### config.mk
export PLATFORM = sky130hd
export DESIGN_NAME = float32_remainder_fmod
export DESIGN_NICKNAME = d
export VERILOG_FILES = /design/src/sv/f32fmod_pkg.sv /design/src/sv/f32fmod_front.sv /design/src/sv/f32fmod_back.sv /design/src/sv/float32_remainder_fmod.sv
export VERILOG_INCLUDE_DIRS = /design/src /design/src/sv
export SDC_FILE = /design/constraint.sdc
export NUM_CORES = 1
export LEC_CHECK = 0
export BUFFER_PORTS_ARGS = -buffer_cell sky130_fd_sc_hd__clkbuf_2
export CORE_MARGIN = 2
export CORE_UTILIZATION = 55
export DETAILED_ROUTE_END_ITERATION = 10
export PLACE_DENSITY_LB_ADDON = 0.2
export REMOVE_ABC_BUFFERS = 1
export SLEW_MARGIN = 10
export SYNTH_ARGS = -nofsm -noshare
export SYNTH_HDL_FRONTEND = slang
export SYNTH_SLANG_ARGS = --single-unit
export TNS_END_PERCENT = 50
### constraint.sdc
create_clock -name clk -period 5.7 [get_ports clk]
set_input_delay 0.57 -clock clk [delete_from_list [all_inputs] [get_ports clk]]
set_output_delay 0.57 -clock clk [all_outputs]
set_load 0.05 [all_outputs]
### src/sv/assert_macros.svh
// Assertion macros shared by the fmod block.
`ifndef ASSERT_MACROS_SVH
`define ASSERT_MACROS_SVH
`ifndef SYNTHESIS
`define ASSERT_IMPLIES(label, clk, rst_n, cond, prop) \
	label: assert property (@(posedge clk) disable iff (!rst_n) (cond) |-> (prop)) \
		else $error("assertion failed");
`define ASSERT_NEXT(label, clk, rst_n, cond, prop) \
	label: assert property (@(posedge clk) disable iff (!rst_n) (cond) |=> (prop)) \
		else $error("assertion failed");
`else
`define ASSERT_IMPLIES(label, clk, rst_n, cond, prop)
`define ASSERT_NEXT(label, clk, rst_n, cond, prop)
`endif
`endif

### src/sv/f32fmod_pkg.sv
// Types and constants for the single-precision fmod block.
package f32fmod_pkg;
	localparam logic [31:0] FRAC_MASK = 32'h007F_FFFF;
	localparam logic [31:0] HIDDEN_BIT = 32'h0080_0000;
	localparam logic [31:0] EXP_ALL = 32'h7F80_0000;
	localparam logic [31:0] LINEAR_TOP = 32'h0100_0000;
	localparam logic [31:0] QNAN_OUT = 32'h7FC0_0000;

	typedef enum logic [1:0] {
		JOB_DIRECT = 2'd0, // result known at classify time
		JOB_LINEAR = 2'd1, // tiny divisor, result = remainder pattern
		JOB_NORM = 2'd2    // remainder renormalized on divisor exponent
	} job_kind_t;

	// one classified job handed from front to back
	typedef struct packed {
		job_kind_t kind;
		logic [31:0] direct; // result for JOB_DIRECT
		logic [24:0] m;      // dividend significand (or pattern)
		logic [24:0] b;      // divisor significand (or pattern)
		logic [7:0] d;       // shift count
		logic [7:0] eb;      // divisor exponent
		logic sign;
	} job_t;
endpackage

### src/sv/f32fmod_front.sv
// Front end: accepts operand pairs and classifies them into jobs.
module f32fmod_front (
	input  logic                clk,
	input  logic                arst_n,
	input  logic                in_valid,
	output logic                in_ready,
	input  logic [31:0]         x,
	input  logic [31:0]         y,
	output logic                job_valid,
	input  logic                job_ready,
	output f32fmod_pkg::job_t   job
);
	logic [31:0] a, b;
	logic [7:0] ea, eb;
	f32fmod_pkg::job_t cls;
	logic valid_q;
	f32fmod_pkg::job_t job_q;

	assign a = {1'b0, x[30:0]};
	assign b = {1'b0, y[30:0]};
	assign ea = a[30:23];
	assign eb = b[30:23];

	always_comb begin
		cls = '0;
		cls.sign = x[31];
		cls.eb = eb;
		if (a >= f32fmod_pkg::EXP_ALL || b > f32fmod_pkg::EXP_ALL || b == 32'd0) begin
			cls.kind = f32fmod_pkg::JOB_DIRECT;
			cls.direct = f32fmod_pkg::QNAN_OUT;
		end else if (a < b) begin
			cls.kind = f32fmod_pkg::JOB_DIRECT;
			cls.direct = x;
		end else if (b <= f32fmod_pkg::LINEAR_TOP) begin
			cls.kind = f32fmod_pkg::JOB_LINEAR;
			cls.b = b[24:0];
			if (a <= f32fmod_pkg::LINEAR_TOP) begin
				// a <= 2^24, reduce directly with zero shifts
				cls.m = a[24:0];
				cls.d = 8'd0;
			end else begin
				cls.m = {2'b01, a[22:0]};
				cls.d = ea - 8'd1;
			end
		end else begin
			cls.kind = f32fmod_pkg::JOB_NORM;
			cls.m = {2'b01, a[22:0]};
			cls.b = {2'b01, b[22:0]};
			cls.d = ea - eb;
		end
	end

	assign in_ready = !valid_q || job_ready;
	assign job_valid = valid_q;
	assign job = job_q;

	always_ff @(posedge clk or negedge arst_n) begin
		if (!arst_n) begin
			valid_q <= 1'b0;
		end else if (in_ready) begin
			valid_q <= in_valid;
		end
	end

	always_ff @(posedge clk) begin
		if (in_valid && in_ready) begin
			job_q <= cls;
		end
	end
endmodule

### src/sv/f32fmod_back.sv
// Back end: shift-subtract reduction, renormalization and result register.
`include "assert_macros.svh"
module f32fmod_back (
	input  logic                clk,
	input  logic                arst_n,
	input  logic                job_valid,
	output logic                job_ready,
	input  f32fmod_pkg::job_t   job,
	output logic                out_valid,
	input  logic                out_ready,
	output logic [31:0]         res
);
	typedef enum logic [2:0] {
		ST_IDLE, ST_SHIFT, ST_NORM, ST_DONE
	} state_t;

	state_t state_q;
	f32fmod_pkg::job_t job_q;
	logic [25:0] r_q;
	logic [24:0] m_q;
	logic [8:0] cnt_q;
	logic [24:0] sig_q;
	logic [4:0] nsh_q;
	logic [31:0] res_q;
	logic out_valid_q;
	logic [25:0] r_sh;
	logic signed [9:0] e_n;
	logic [31:0] sub_res;

	assign job_ready = (state_q == ST_IDLE) && !out_valid_q;
	assign out_valid = out_valid_q;
	assign res = res_q;
	// dividend bits enter first (restoring division), then zeros for the shift count
	assign r_sh = {r_q[24:0], m_q[24]};
	assign e_n = $signed({2'b00, job_q.eb}) - $signed({5'b0, nsh_q});
	// subnormal: r << (eb - 1), here eb is at most 23
	assign sub_res = {7'd0, r_q[24:0]} << job_q.eb[4:0] >> 1;

	always_ff @(posedge clk or negedge arst_n) begin
		if (!arst_n) begin
			state_q <= ST_IDLE;
			out_valid_q <= 1'b0;
		end else begin
			if (out_valid_q && out_ready) begin
				out_valid_q <= 1'b0;
			end
			case (state_q)
				ST_IDLE: begin
					if (job_valid && job_ready) begin
						job_q <= job;
						r_q <= 26'd0;
						m_q <= job.m;
						cnt_q <= {1'b0, job.d} + 9'd25;
						state_q <= (job.kind == f32fmod_pkg::JOB_DIRECT) ? ST_DONE : ST_SHIFT;
					end
				end
				ST_SHIFT: begin
					if (cnt_q == 9'd0) begin
						sig_q <= r_q[24:0];
						nsh_q <= 5'd0;
						state_q <= (job_q.kind == f32fmod_pkg::JOB_NORM) ? ST_NORM : ST_DONE;
					end else begin
						r_q <= (r_sh >= {1'b0, job_q.b}) ? r_sh - {1'b0, job_q.b} : r_sh;
						m_q <= {m_q[23:0], 1'b0};
						cnt_q <= cnt_q - 9'd1;
					end
				end
				ST_NORM: begin
					if (sig_q == 25'd0 || sig_q[23]) begin
						state_q <= ST_DONE;
					end else begin
						sig_q <= {sig_q[23:0], 1'b0};
						nsh_q <= nsh_q + 5'd1;
					end
				end
				ST_DONE: begin
					if (!out_valid_q) begin
						out_valid_q <= 1'b1;
						state_q <= ST_IDLE;
						case (job_q.kind)
							f32fmod_pkg::JOB_DIRECT: res_q <= job_q.direct;
							f32fmod_pkg::JOB_LINEAR: res_q <= {job_q.sign, 6'd0, r_q[24:0]};
							f32fmod_pkg::JOB_NORM: begin
								if (sig_q == 25'd0) begin
									res_q <= {job_q.sign, 31'd0};
								end else if (e_n <= 10'sd0) begin
									res_q <= {job_q.sign, sub_res[30:0]};
								end else begin
									res_q <= {job_q.sign, e_n[7:0], sig_q[22:0]};
								end
							end
							default: res_q <= f32fmod_pkg::QNAN_OUT;
						endcase
					end
				end
				default: state_q <= ST_IDLE;
			endcase
		end
	end

	`ASSERT_IMPLIES(a_rem_below_div, clk, arst_n, state_q == ST_SHIFT, r_q < 26'(job_q.b))
	`ASSERT_NEXT(a_take_only_idle, clk, arst_n, job_valid && job_ready, state_q != ST_IDLE)
	`ASSERT_IMPLIES(a_norm_kind, clk, arst_n, state_q == ST_NORM, job_q.kind == f32fmod_pkg::JOB_NORM)
endmodule

### src/sv/float32_remainder_fmod.sv
// Top level of the single-precision fmod block.
// channel | dir | tdata fields (low bit up)
// s_axis  | in  | numerator_bits[31:0], denominator_bits[63:32]
// m_axis  | out | remainder_bits[31:0]
// The reducer shifts in the 25 dividend significand bits, then runs one
// shift-subtract a cycle over the exponent count d (up to 253).
// A normal remainder is then renormalized; special cases skip the reducer.
// A one-entry queue between classify and reduce lets the next item be accepted
// meanwhile; arst_n clears the valid flags and the reducer state; a stalled
// result holds the reducer.
module float32_remainder_fmod (
	input  logic        clk,
	input  logic        arst_n,
	input  logic        s_axis_tvalid,
	output logic        s_axis_tready,
	input  logic [63:0] s_axis_tdata,  // numerator_bits, denominator_bits
	output logic        m_axis_tvalid,
	input  logic        m_axis_tready,
	output logic [31:0] m_axis_tdata   // remainder_bits
);
	logic job_valid, job_ready;
	f32fmod_pkg::job_t job;

	f32fmod_front u_front (
		.clk(clk), .arst_n(arst_n),
		.in_valid(s_axis_tvalid), .in_ready(s_axis_tready),
		.x(s_axis_tdata[31:0]), .y(s_axis_tdata[63:32]),
		.job_valid(job_valid), .job_ready(job_ready), .job(job)
	);

	f32fmod_back u_back (
		.clk(clk), .arst_n(arst_n),
		.job_valid(job_valid), .job_ready(job_ready), .job(job),
		.out_valid(m_axis_tvalid), .out_ready(m_axis_tready), .res(m_axis_tdata)
	);
endmodule
Word-level counts from Yosys, hierarchy flattened:

Cells that the tools add are included.

* output and inout bits: 34
* register bits: 295
* input bits: 68
* logic and storage cells: 115

* shift operators: 1
* bitwise gates (word level): 4
* magnitude comparators: 7
* reduce and logical (&&, ||, !) cells: 27
* eq/ne operators: 11
* $add $sub $neg: 7
* muxes and demuxes: 34

Operators with widths (count)
* $mux 25: 7
* $pmux 25 s2: 3
* $pmux 32 s3: 1
* $mux 31: 3
* $le 31x25->1 const B: 2
* $mux 57: 1
* $logic_not 32->1: 1
* $shl 25x5->32: 1
* $ge 31x31->1 const B: 1
* $gt 31x31->1 const B: 1
* $lt 31x31->1: 1
* $ge 26x25->1: 1
* $logic_not 25->1: 1
* $sub 25x25->25: 1
* $mux 24: 1
* $mux 9: 2
* $pmux 9 s2: 1
* $mux 3: 4
* $pmux 3 s4: 1
* $reduce_and 4->1: 3
* $le 10x1->1 const B: 1
* $mux 5: 2
* $pmux 5 s2: 1
* $add 8x5->9 const B: 1
* other kinds (26): 49

Logic depth before layout (Yosys ltp):

Gate-level depths: netlist of the first run.

* depth after elaboration: 5
* mapped depth: 14
* depth with buffers taken out: 10

Modules after synthesis:

A second synthesis of the first run with hierarchy kept.

* cell total of the unflattened synthesis: 1427
* area, all modules: 16652.2 µm²

By module, submodules not included
* f32fmod_back: area an instance 11414.7 µm², instances 1, cells each 982, seq. area each 5750.5 µm²
* f32fmod_front: area an instance 5237.5 µm², instances 1, cells each 445, seq. area each 3057.9 µm²

Least setup slack after synthesis of the first run:

OpenSTA, ideal clock, no wires.

* kind: reg-to-reg
* start point: register u_back.state_q[0]
* end point: register u_front.job_q, in the netlist u_front.job[0], enable pin
* library setup time: 470 ps
* path buffers: 0
* period minus slack after synthesis: 4900 ps
* arrival time: 4430 ps
* required time: 5230 ps
* cell stages (with the launch flop): 6
* setup slack: 800 ps
* path through: dfrtp_1 inv_1 ha_1 inv_1 o21ai_0 and2_1

* cells in the longest elaborated chain, start to end: 4

RTL lines
* from (decl): line f32fmod_back.sv:17 `state_t state_q;`
* from (signal assigned): line f32fmod_back.sv:54 `state_q <= (job.kind == f32fmod_pkg::JOB_DIRECT) ? ST_DONE : ST_SHIFT;`
* from (signal assigned): line f32fmod_back.sv:61 `state_q <= (job_q.kind == f32fmod_pkg::JOB_NORM) ? ST_NORM : ST_DONE;`
* $logic_not 3->1: line f32fmod_back.sv:30 `assign job_ready = (state_q == ST_IDLE) && !out_valid_q;`
* $logic_and 1x1->1: line f32fmod_back.sv:30
* $logic_or 1x1->1: line f32fmod_front.sv:53 `assign in_ready = !valid_q || job_ready;`
* net s_axis_tready: line float32_remainder_fmod.sv:15 `output logic s_axis_tready,`
* $logic_and 1x1->1: line f32fmod_front.sv:66 `if (in_valid && in_ready) begin`
* to (signal assigned): line f32fmod_front.sv:67 `job_q <= cls;`
* to (decl): line f32fmod_front.sv:17 `f32fmod_pkg::job_t job_q;`

The timed path passes the listed nets, and every way through them passes these cells.
A chain may end at the register's enable or synchronous reset.

Worst setup path in the final report of the first run:

* start point: register u_back.job_q[1] (netlist bit)
* end point: register u_back.res_q[18] (netlist: u_back.res[18]), data pin

* cells in the longest elaborated chain, start to end: 5
* elaborated cells on any way between the ends: 6
* classes of those cells: add/sub (1); order compare (1); shift (1); mux (3)

RTL lines
* from (decl): line f32fmod_back.sv:18 `f32fmod_pkg::job_t job_q;`
* from (signal assigned): line f32fmod_back.sv:50 `job_q <= job;`
* $sub 8x5->9: line f32fmod_back.sv:35 `assign e_n = $signed({2'b00, job_q.eb}) - $signed({5'b0, nsh_q});`
* $le 10x1->1: line f32fmod_back.sv:86 `end else if (e_n <= 10'sd0) begin`
* $mux 31 (*): line f32fmod_back.sv:86
* $mux 31 (*): line f32fmod_back.sv:84 `if (sig_q == 25'd0) begin`
* $pmux 32 s3 (*): line f32fmod_back.sv:80 `case (job_q.kind)`
* to (signal assigned): line f32fmod_back.sv:81 `f32fmod_pkg::JOB_DIRECT: res_q <= job_q.direct;`
* to (signal assigned): line f32fmod_back.sv:85 `res_q <= {job_q.sign, 31'd0};`
* to (signal assigned): line f32fmod_back.sv:87 `res_q <= {job_q.sign, sub_res[30:0]};`
* to (decl): line f32fmod_back.sv:24 `logic [31:0] res_q;`

Every way passes the cells marked *; elsewhere a longest branch is shown, timed or not.

==> summary.txt, run 1 <==
post-route cell area -> 18,800 um2
Sink Count -> 294
Fin. Hold Viols -> 0
first-pass GRT wire length -> 66,200 um
TritonRoute pass-1 iters -> 6
Worst EP required -> 6000 ps
Wirelength per Cell -> 21.9 um
FP Rows -> 64
Synth area leaders -> edfxtp_1 (52%), ha_1 (5.3%), mux2_2 (4.0%), mux2i_1 (3.8%), mux4_2 (3.1%)
critical path launch point type -> register
critical path's top delay family -> compound AO/OA/AOI/OAI gates
Root Buffer Master -> clkbuf_16
register area -> 8810 um2
share of the synthesized area in the top cell type -> 51.7%
area of the multi-input gates -> 7420 um2
Buf/Inv on CP -> 3
most common cell after layout, fill and taps aside -> edfxtp_1
Area Overhead vs Synth -> 11.6%
Crit-path slowest cell -> a31o_2
period utilization -> 72.2%
CTS clk-pin slew, worst paths -> 60 ps
vias per cell -> 6.28
initial antenna violation count -> 0
P_leak -> 7.09 nW
Critical Path, Cell by Cell -> buf_4 -> inv_2 -> buf_4 -> ha_1 -> fa_1 -> nor2b_1 -> o31a_1 -> nor3_1 -> xnor2_1 -> a31o_2 -> nor2_1 -> o32ai_1
core area -> 30,300 um2
DRC viols -> 0
top_reg_cell synth -> edfxtp_1
Syn Inst Count -> 1,460
Worst-Skew Late Latency -> 580 ps
Synth Area per Inst -> 11.5 um2
CP Class -> reg -> reg
Critical Path Max Stage Delay -> 840 ps
Total Routing Usage GR -> 27.1%
YS warnings -> 0
Post-Syn Area -> 16,900 um2
Final nets -> 1,675
Seq/Total Area, Yosys -> 52.3%
hold crit path type -> in -> reg
Max Slew Vio Count -> 0
TritonCTS clock tree -> yes
commonest non-fill, non-tap cells in the layout -> edfxtp_1 (290), nand2_1 (102), clkbuf_2 (100)
maximum vdd drop -> 0.277 mV
Die Y -> 179 um
# H-tree levels -> 1
ant diodes -> 0
CP arrival -> 4420 ps
Synth Register Bits -> 294
final setup violation count -> 0
routed vias -> 12,256
status -> finished, final reports clean
Initial DRC Count -> 1,286
minimum clock period -> 4120 ps
fraction of layout cells with a size suffix above 1 -> 17.9%
setup_tns -> 0 ps
Clock Tree Buf Depth -> 3
full die area -> 32,100 um2
Ports -> 102
antenna viol nets, final -> 0
Post-DP HPWL -> 30,200 um
Setup Skew -> 17.7 ps
Max Cap Violations -> 0
CP Max Fanout -> 30
largest net degree at the start of global routing -> 69
RSZ-0062 raised after global routing -> no
Peak Freq -> 243 MHz
post-CTS setup buffer count -> 0
gr ovfl total -> 0
CTS Buf Count -> 31
Yosys top cell by area -> edfxtp_1
cell repeated most along the worst path -> buf_4
slew at the pin closest to its max-slew limit -> 1110 ps
die width -> 179 um
Initial Util -> 55.5%
Power Density -> 490 nW/um2
relative slew slack -> 25.9%
CP Capture Type -> register
Post-synth EDFFs -> 290
Post-Place Cell Area -> 17,700 um2
post-synthesis cell type count -> 76
vias in the first global route -> 11,898
Port-buffer cells -> 100
routed wire length -> 42,800 um
Async S/R FF share, synth -> 1.36%
Fillers -> 2,449
routability cong. -> 0.897
==> report_power, final <==
group          internal (W)  switching, W  total (W)  leakage, nW
Clock               0.00137      0.000859    0.00223        0.544
Combinational       0.00130       0.00201    0.00331         3.80
Sequential          0.00323      0.000446    0.00367         2.75
Total               0.00590       0.00332    0.00921         7.09
==> cell usage after synthesis, types with 24 or more instances <==
master,count
ha_1,72
a21o_1,24
nor2_1,84
a21oi_1,74
inv_1,78
nand2_1,102
nor3b_1,30
xnor2_1,27
mux2_2,60
nand3_1,69
edfxtp_1,290
o21ai_0,44
mux2i_1,64
nor3_1,49
clkbuf_1,53
==> area by class of cell <==
| class | instances | area share (%) |
|---|---|---|
| Sequential cell | 294 | 46.8 |
| Timing Repair Buffer | 121 | 3.51 |
| Clock buffer | 37 | 4.24 |
| Tap cell | 396 | 2.63 |
| Multi-Input combinational cell | 1005 | 39.4 |
| Inverter | 79 | 1.58 |
| Clock inverter | 21 | 1.77 |
==> final timing paths <==
check / cells past startpoint / end / startpoint / slack, ps
max reg2reg: 12 / u_back.res[18] / u_back.job_q[1] / 1580
min reg2reg: 0 / u_back.job_q[74] / u_front.job[74] / 400
min: 2 / u_back.out_valid / m_axis_tready / 160
max: 12 / u_back.res[18] / u_back.job_q[1] / 1580
min in group asynchronous: 2 / u_back.state_q[0] / arst_n / 350
max in group asynchronous: 2 / u_front.job_valid / arst_n / 5190
==> repair_timing <==
| action | 4_1_cts | 5_1_grt |
|---|---|---|
| gates resized for setup | 0 | 0 |
| hold endpoints to repair | 4 | 0 |
| hold buffers | 1 | 0 |
==> logic make-up (layout without fill, tap and decap cells) <==
logic type	Yosys count	after routing	share of synthesized area, %
AOI/OAI and AO/OA	288	288	11.4
adders and majority gates	75	75	5.70
and+or+nand+nor	450	450	13.5
muxes	147	147	10.9
xor gates and xnor gates	45	45	2.34
buffers and inverters	161	258	3.90
DFF	294	294	52.3
==> layer usage <==
metal	track usage (%)	part of all wire (%)	wire, um
met1	38.0	43	18400
met2	42.2	46	19500
met3	4.64	7.2	3070
met4	10.6	4.2	1780
met5	0	0	0
==> stage by stage <==
| stage | utilization (%) | worst slack (ps) | hold WS, ps | total power, W | cells |
|---|---|---|---|---|---|
| global route | 62.0 | 1450 | 159 | 0.00972 | 1953 |
| global placement | 58.2 | 1660 | 401 | 0.00691 | 1894 |
| floorplan | - | 800 | 274 | 0.00599 | 1378 |
| detailed placement | 58.2 | 1570 | 405 | 0.00698 | 1894 |
| finish | 62.0 | 1580 | 159 | 0.00921 | 1953 |
| CTS | 62.0 | 1670 | 140 | 0.00921 | 1953 |
==> worst reg2reg max path: cells and delay by family (launching register included) <==
family	cells	cell delay, ps
AO/OA/AOI/OAI	3	1590
XOR/XNOR	1	320
adder cells (fa/ha/maj)	2	630
buffers and inverters	3	600
flip-flops	1	350
AND/OR/NAND/NOR	3	360
==> registers in the layout, summed over array words and instances, names as in the netlist <==
signal	cells
u_back.sig_q	25
u_front.job_valid	1
u_back.job_q	68
u_back.cnt_q	9
u_back.r_q	25
u_back.state_q	2
u_back.m_q	25
u_back.out_valid	1
u_back.res	32
u_front.job	101
u_back.nsh_q	5
Note: power is estimated with default switching activity, not from simulation.
==> run 2: changes to the inputs <==
ABC_AREA = 1   (was default)
clock period = 3.3 ns   (was 5.7 ns; I/O delays follow)
==> summary.txt, run 2 <==
Synth area leaders -> edfxtp_1 (50%), nand2_1 (12%), nand3_1 (5.7%), inv_1 (5.5%), ha_1 (5.2%)
share of total power in the clock network -> 20.6%
Initial Util -> 56.2%
Die Y -> 181 um
Ports -> 102
Worst Hold End -> u_front.job[3]
Post-Syn Area -> 17,300 um2
Synth Area per Inst -> 8.42 um2
Async S/R FF share, synth -> 1.36%
most common cell after layout, fill and taps aside -> nand2_1
Hold Buf Count CTS -> 9
Max Cap Violations -> 0
WHS Path Cells -> 1
Net Sw Frac -> 41.1%
share of the synthesized area in the top cell type -> 50.3%
Total Routing Usage GR -> 28.0%
CP arrival -> 3110 ps
vias in the first global route -> 13,384
Peak Freq -> 356 MHz
CP Class -> reg -> reg
smallest hold slack -> 52.4 ps
gr ovfl total -> 0
status -> finished, final reports clean
Hold Crit Start -> s_axis_tdata[57]
post-CTS setup buffer count -> 0
Seq/Total Area, Yosys -> 50.9%
Syn Inst Count -> 2,058
CP Max Fanout -> 31
final core occ -> 62.7%
TritonRoute pass-1 iters -> 5
# H-tree levels -> 1
relative slew slack -> 42.8%
core area -> 30,800 um2
Worst setup startpoint -> u_back.nsh_q[0]
Final nets -> 2,298
slew at the pin closest to its max-slew limit -> 858 ps
YS warnings -> 0
r2r worst-path depth -> 15
fin cells -> 2,575
DRC viols -> 0
RSZ-0062 raised after global routing -> no
final worst-path setup slack -> 490 ps
top-count cell post-synth -> nand2_1
P_sw -> 0.00680 W
die width -> 181 um
number of flip-flops in the largest register -> 101
Buf/Inv on CP -> 2
Area Overhead vs Synth -> 11.7%
TritonCTS clock tree -> yes
Synth Register Bits -> 294
Crit-path slowest cell -> edfxtp_1
Fin. Hold Viols -> 0
Flop pwr share -> 38.0%
worst flop-to-flop path endpoint -> u_back.res[30]
Place WS -> 497 ps
fraction of layout cells with a size suffix above 1 -> 10.2%
Worst R2R Start -> u_back.nsh_q[0]
Tot Pwr -> 0.0166 W
commonest non-fill, non-tap cells in the layout -> nand2_1 (561), edfxtp_1 (290), inv_1 (255)
Pint -> 0.00976 W
Setup Skew -> 20.8 ps
Wirelength per Cell -> 17.7 um
first-pass GRT wire length -> 72,600 um
vias per cell -> 5.48
routed vias -> 14,120
routability cong. -> 0.923
critical path launch point type -> register
Post-DP HPWL -> 34,400 um
FP Rows -> 64
critical path's top delay family -> simple AND/OR/NAND/NOR gates
final setup violation count -> 0
initial antenna violation count -> 1
CP Capture Type -> register
cell repeated most along the worst path -> nand2_1
CTS clk-pin slew, worst paths -> 60 ps
Worst-Skew Late Latency -> 570 ps
Post-synth EDFFs -> 290
period utilization -> 85.2%
ant diodes -> 0
Root Buffer Master -> clkbuf_16
CTS Buf Count -> 30
Sink Count -> 294
full die area -> 32,900 um2
antenna viol nets, final -> 0
hold crit path type -> in -> reg
Clock Tree Buf Depth -> 3
combinational power share -> 41.4%
top_reg_cell synth -> edfxtp_1
FF-to-FF setup slack -> 490 ps
list of most frequent post-synthesis cells -> nand2_1 (562), edfxtp_1 (290), inv_1 (255)
maximum vdd drop -> 0.421 mV
Critical Path Max Stage Delay -> 480 ps
placed cells -> 2,510
Worst EP required -> 3600 ps
largest net degree at the start of global routing -> 61
minimum clock period -> 2810 ps
Critical Path, Cell by Cell -> ha_1 -> fa_1 -> inv_1 -> nand3_1 -> nand2_1 -> nand2_1 -> nand2_1 -> nand3_2 -> nor2_4 -> nand3_2 -> nand2_1 -> buf_4 -> nand2_1 -> nand2_1 -> nand2_1
routed wire length -> 45,500 um
Max Slew Vio Count -> 0
Yosys top cell by area -> edfxtp_1
Power Density -> 856 nW/um2
P_leak -> 8.58 nW
PostCTS Resize Cnt -> 0
Initial DRC Count -> 1,303
post-synthesis cell type count -> 46
Port-buffer cells -> 100
-- run 2: changes by cell type after synthesis, sizes merged, moves of 23 or more --
cell,change
clkbuf,-23
inv,+185
mux2,-60
mux2i,-63
mux4,-23
nand2,+467
nand3,+132
nand4,+39
nor2,+127
nor3,-30
nor3b,-30
o21ai,+70
-- run 2: worst register-to-register path, cell delays in order, from the launching register on --
cell and delay (ps):
edfxtp_1 480, ha_1 260, fa_1 400, inv_1 90
nand3_1 90, nand2_1 80, nand2_1 80, nand2_1 110
nand3_2 100, nor2_4 110, nand3_2 80, nand2_1 70
buf_4 330, nand2_1 100, nand2_1 110, nand2_1 70
-- run 2: per-stage QoR --
step	instance area, um2	TNS, ps
2_1_floorplan	17000	-827690
3_3_place_gp	18300	0
3_5_place_dp	18300	0
4_1_cts	19300	0
5_1_grt	19300	0
6_report	19300	0
-- run 2: worst max-delay path by stage --
stage / to / slack, ps / depth (start not counted)
after floorplan: u_back.job_q[0] / -4600 / 4
after global placement: u_back.res[15] / 500 / 16
after detailed placement: u_back.res[30] / 500 / 16
after CTS: u_back.res[30] / 480 / 16
after global routing: u_back.res[25] / 160 / 16
final: u_back.res[30] / 490 / 15
-- run 2: power by group through the flow --
| stage | sequential, W | clock, W | combinational, W |
|---|---|---|---|
| after floorplan | 0.00651 | 0 | 0.00460 |
| after global placement | 0.00631 | 0 | 0.00669 |
| after detailed placement | 0.00635 | 0 | 0.00678 |
| after CTS | 0.00628 | 0.00347 | 0.00683 |
| after global routing | 0.00640 | 0.00359 | 0.00773 |
| final | 0.00630 | 0.00341 | 0.00685 |
-- run 2: logic make-up after synthesis --
kind of cell | after synthesis | synth area share [%]
AO/OA/AOI/OAI | 233 | 7.23
XOR/XNOR | 32 | 1.62
adder cells (fa/ha/maj) | 75 | 5.55
buffers and inverters | 341 | 7.82
flip-flops | 294 | 50.9
multiplexers | 1 | 0.0578
AND/OR/NAND/NOR | 1082 | 26.9
-- run 2: per-layer routing --
| layer | vias up | wire, um | GRT usage, % | part of all wire [%] |
|---|---|---|---|---|
| met5 | - | 13 | 0 | 0.029 |
| met4 | 2 | 1250 | 8.16 | 2.7 |
| met2 | 472 | 20300 | 44.4 | 45 |
| met1 | 6500 | 21200 | 41.2 | 47 |
| met3 | 68 | 2790 | 2.83 | 6.1 |
| li1 | 7078 | - | - | - |
-- run 2: layout make-up --
class / count / area [um2]
Clock buffer: 37 / 798
Inverter: 265 / 995
Sequential cell: 294 / 8810
Multi-Input combinational cell: 1423 / 7190
Tap cell: 396 / 495
Clock inverter: 19 / 189
Timing Repair Buffer: 141 / 868
Fill cell: 2680 / 11500
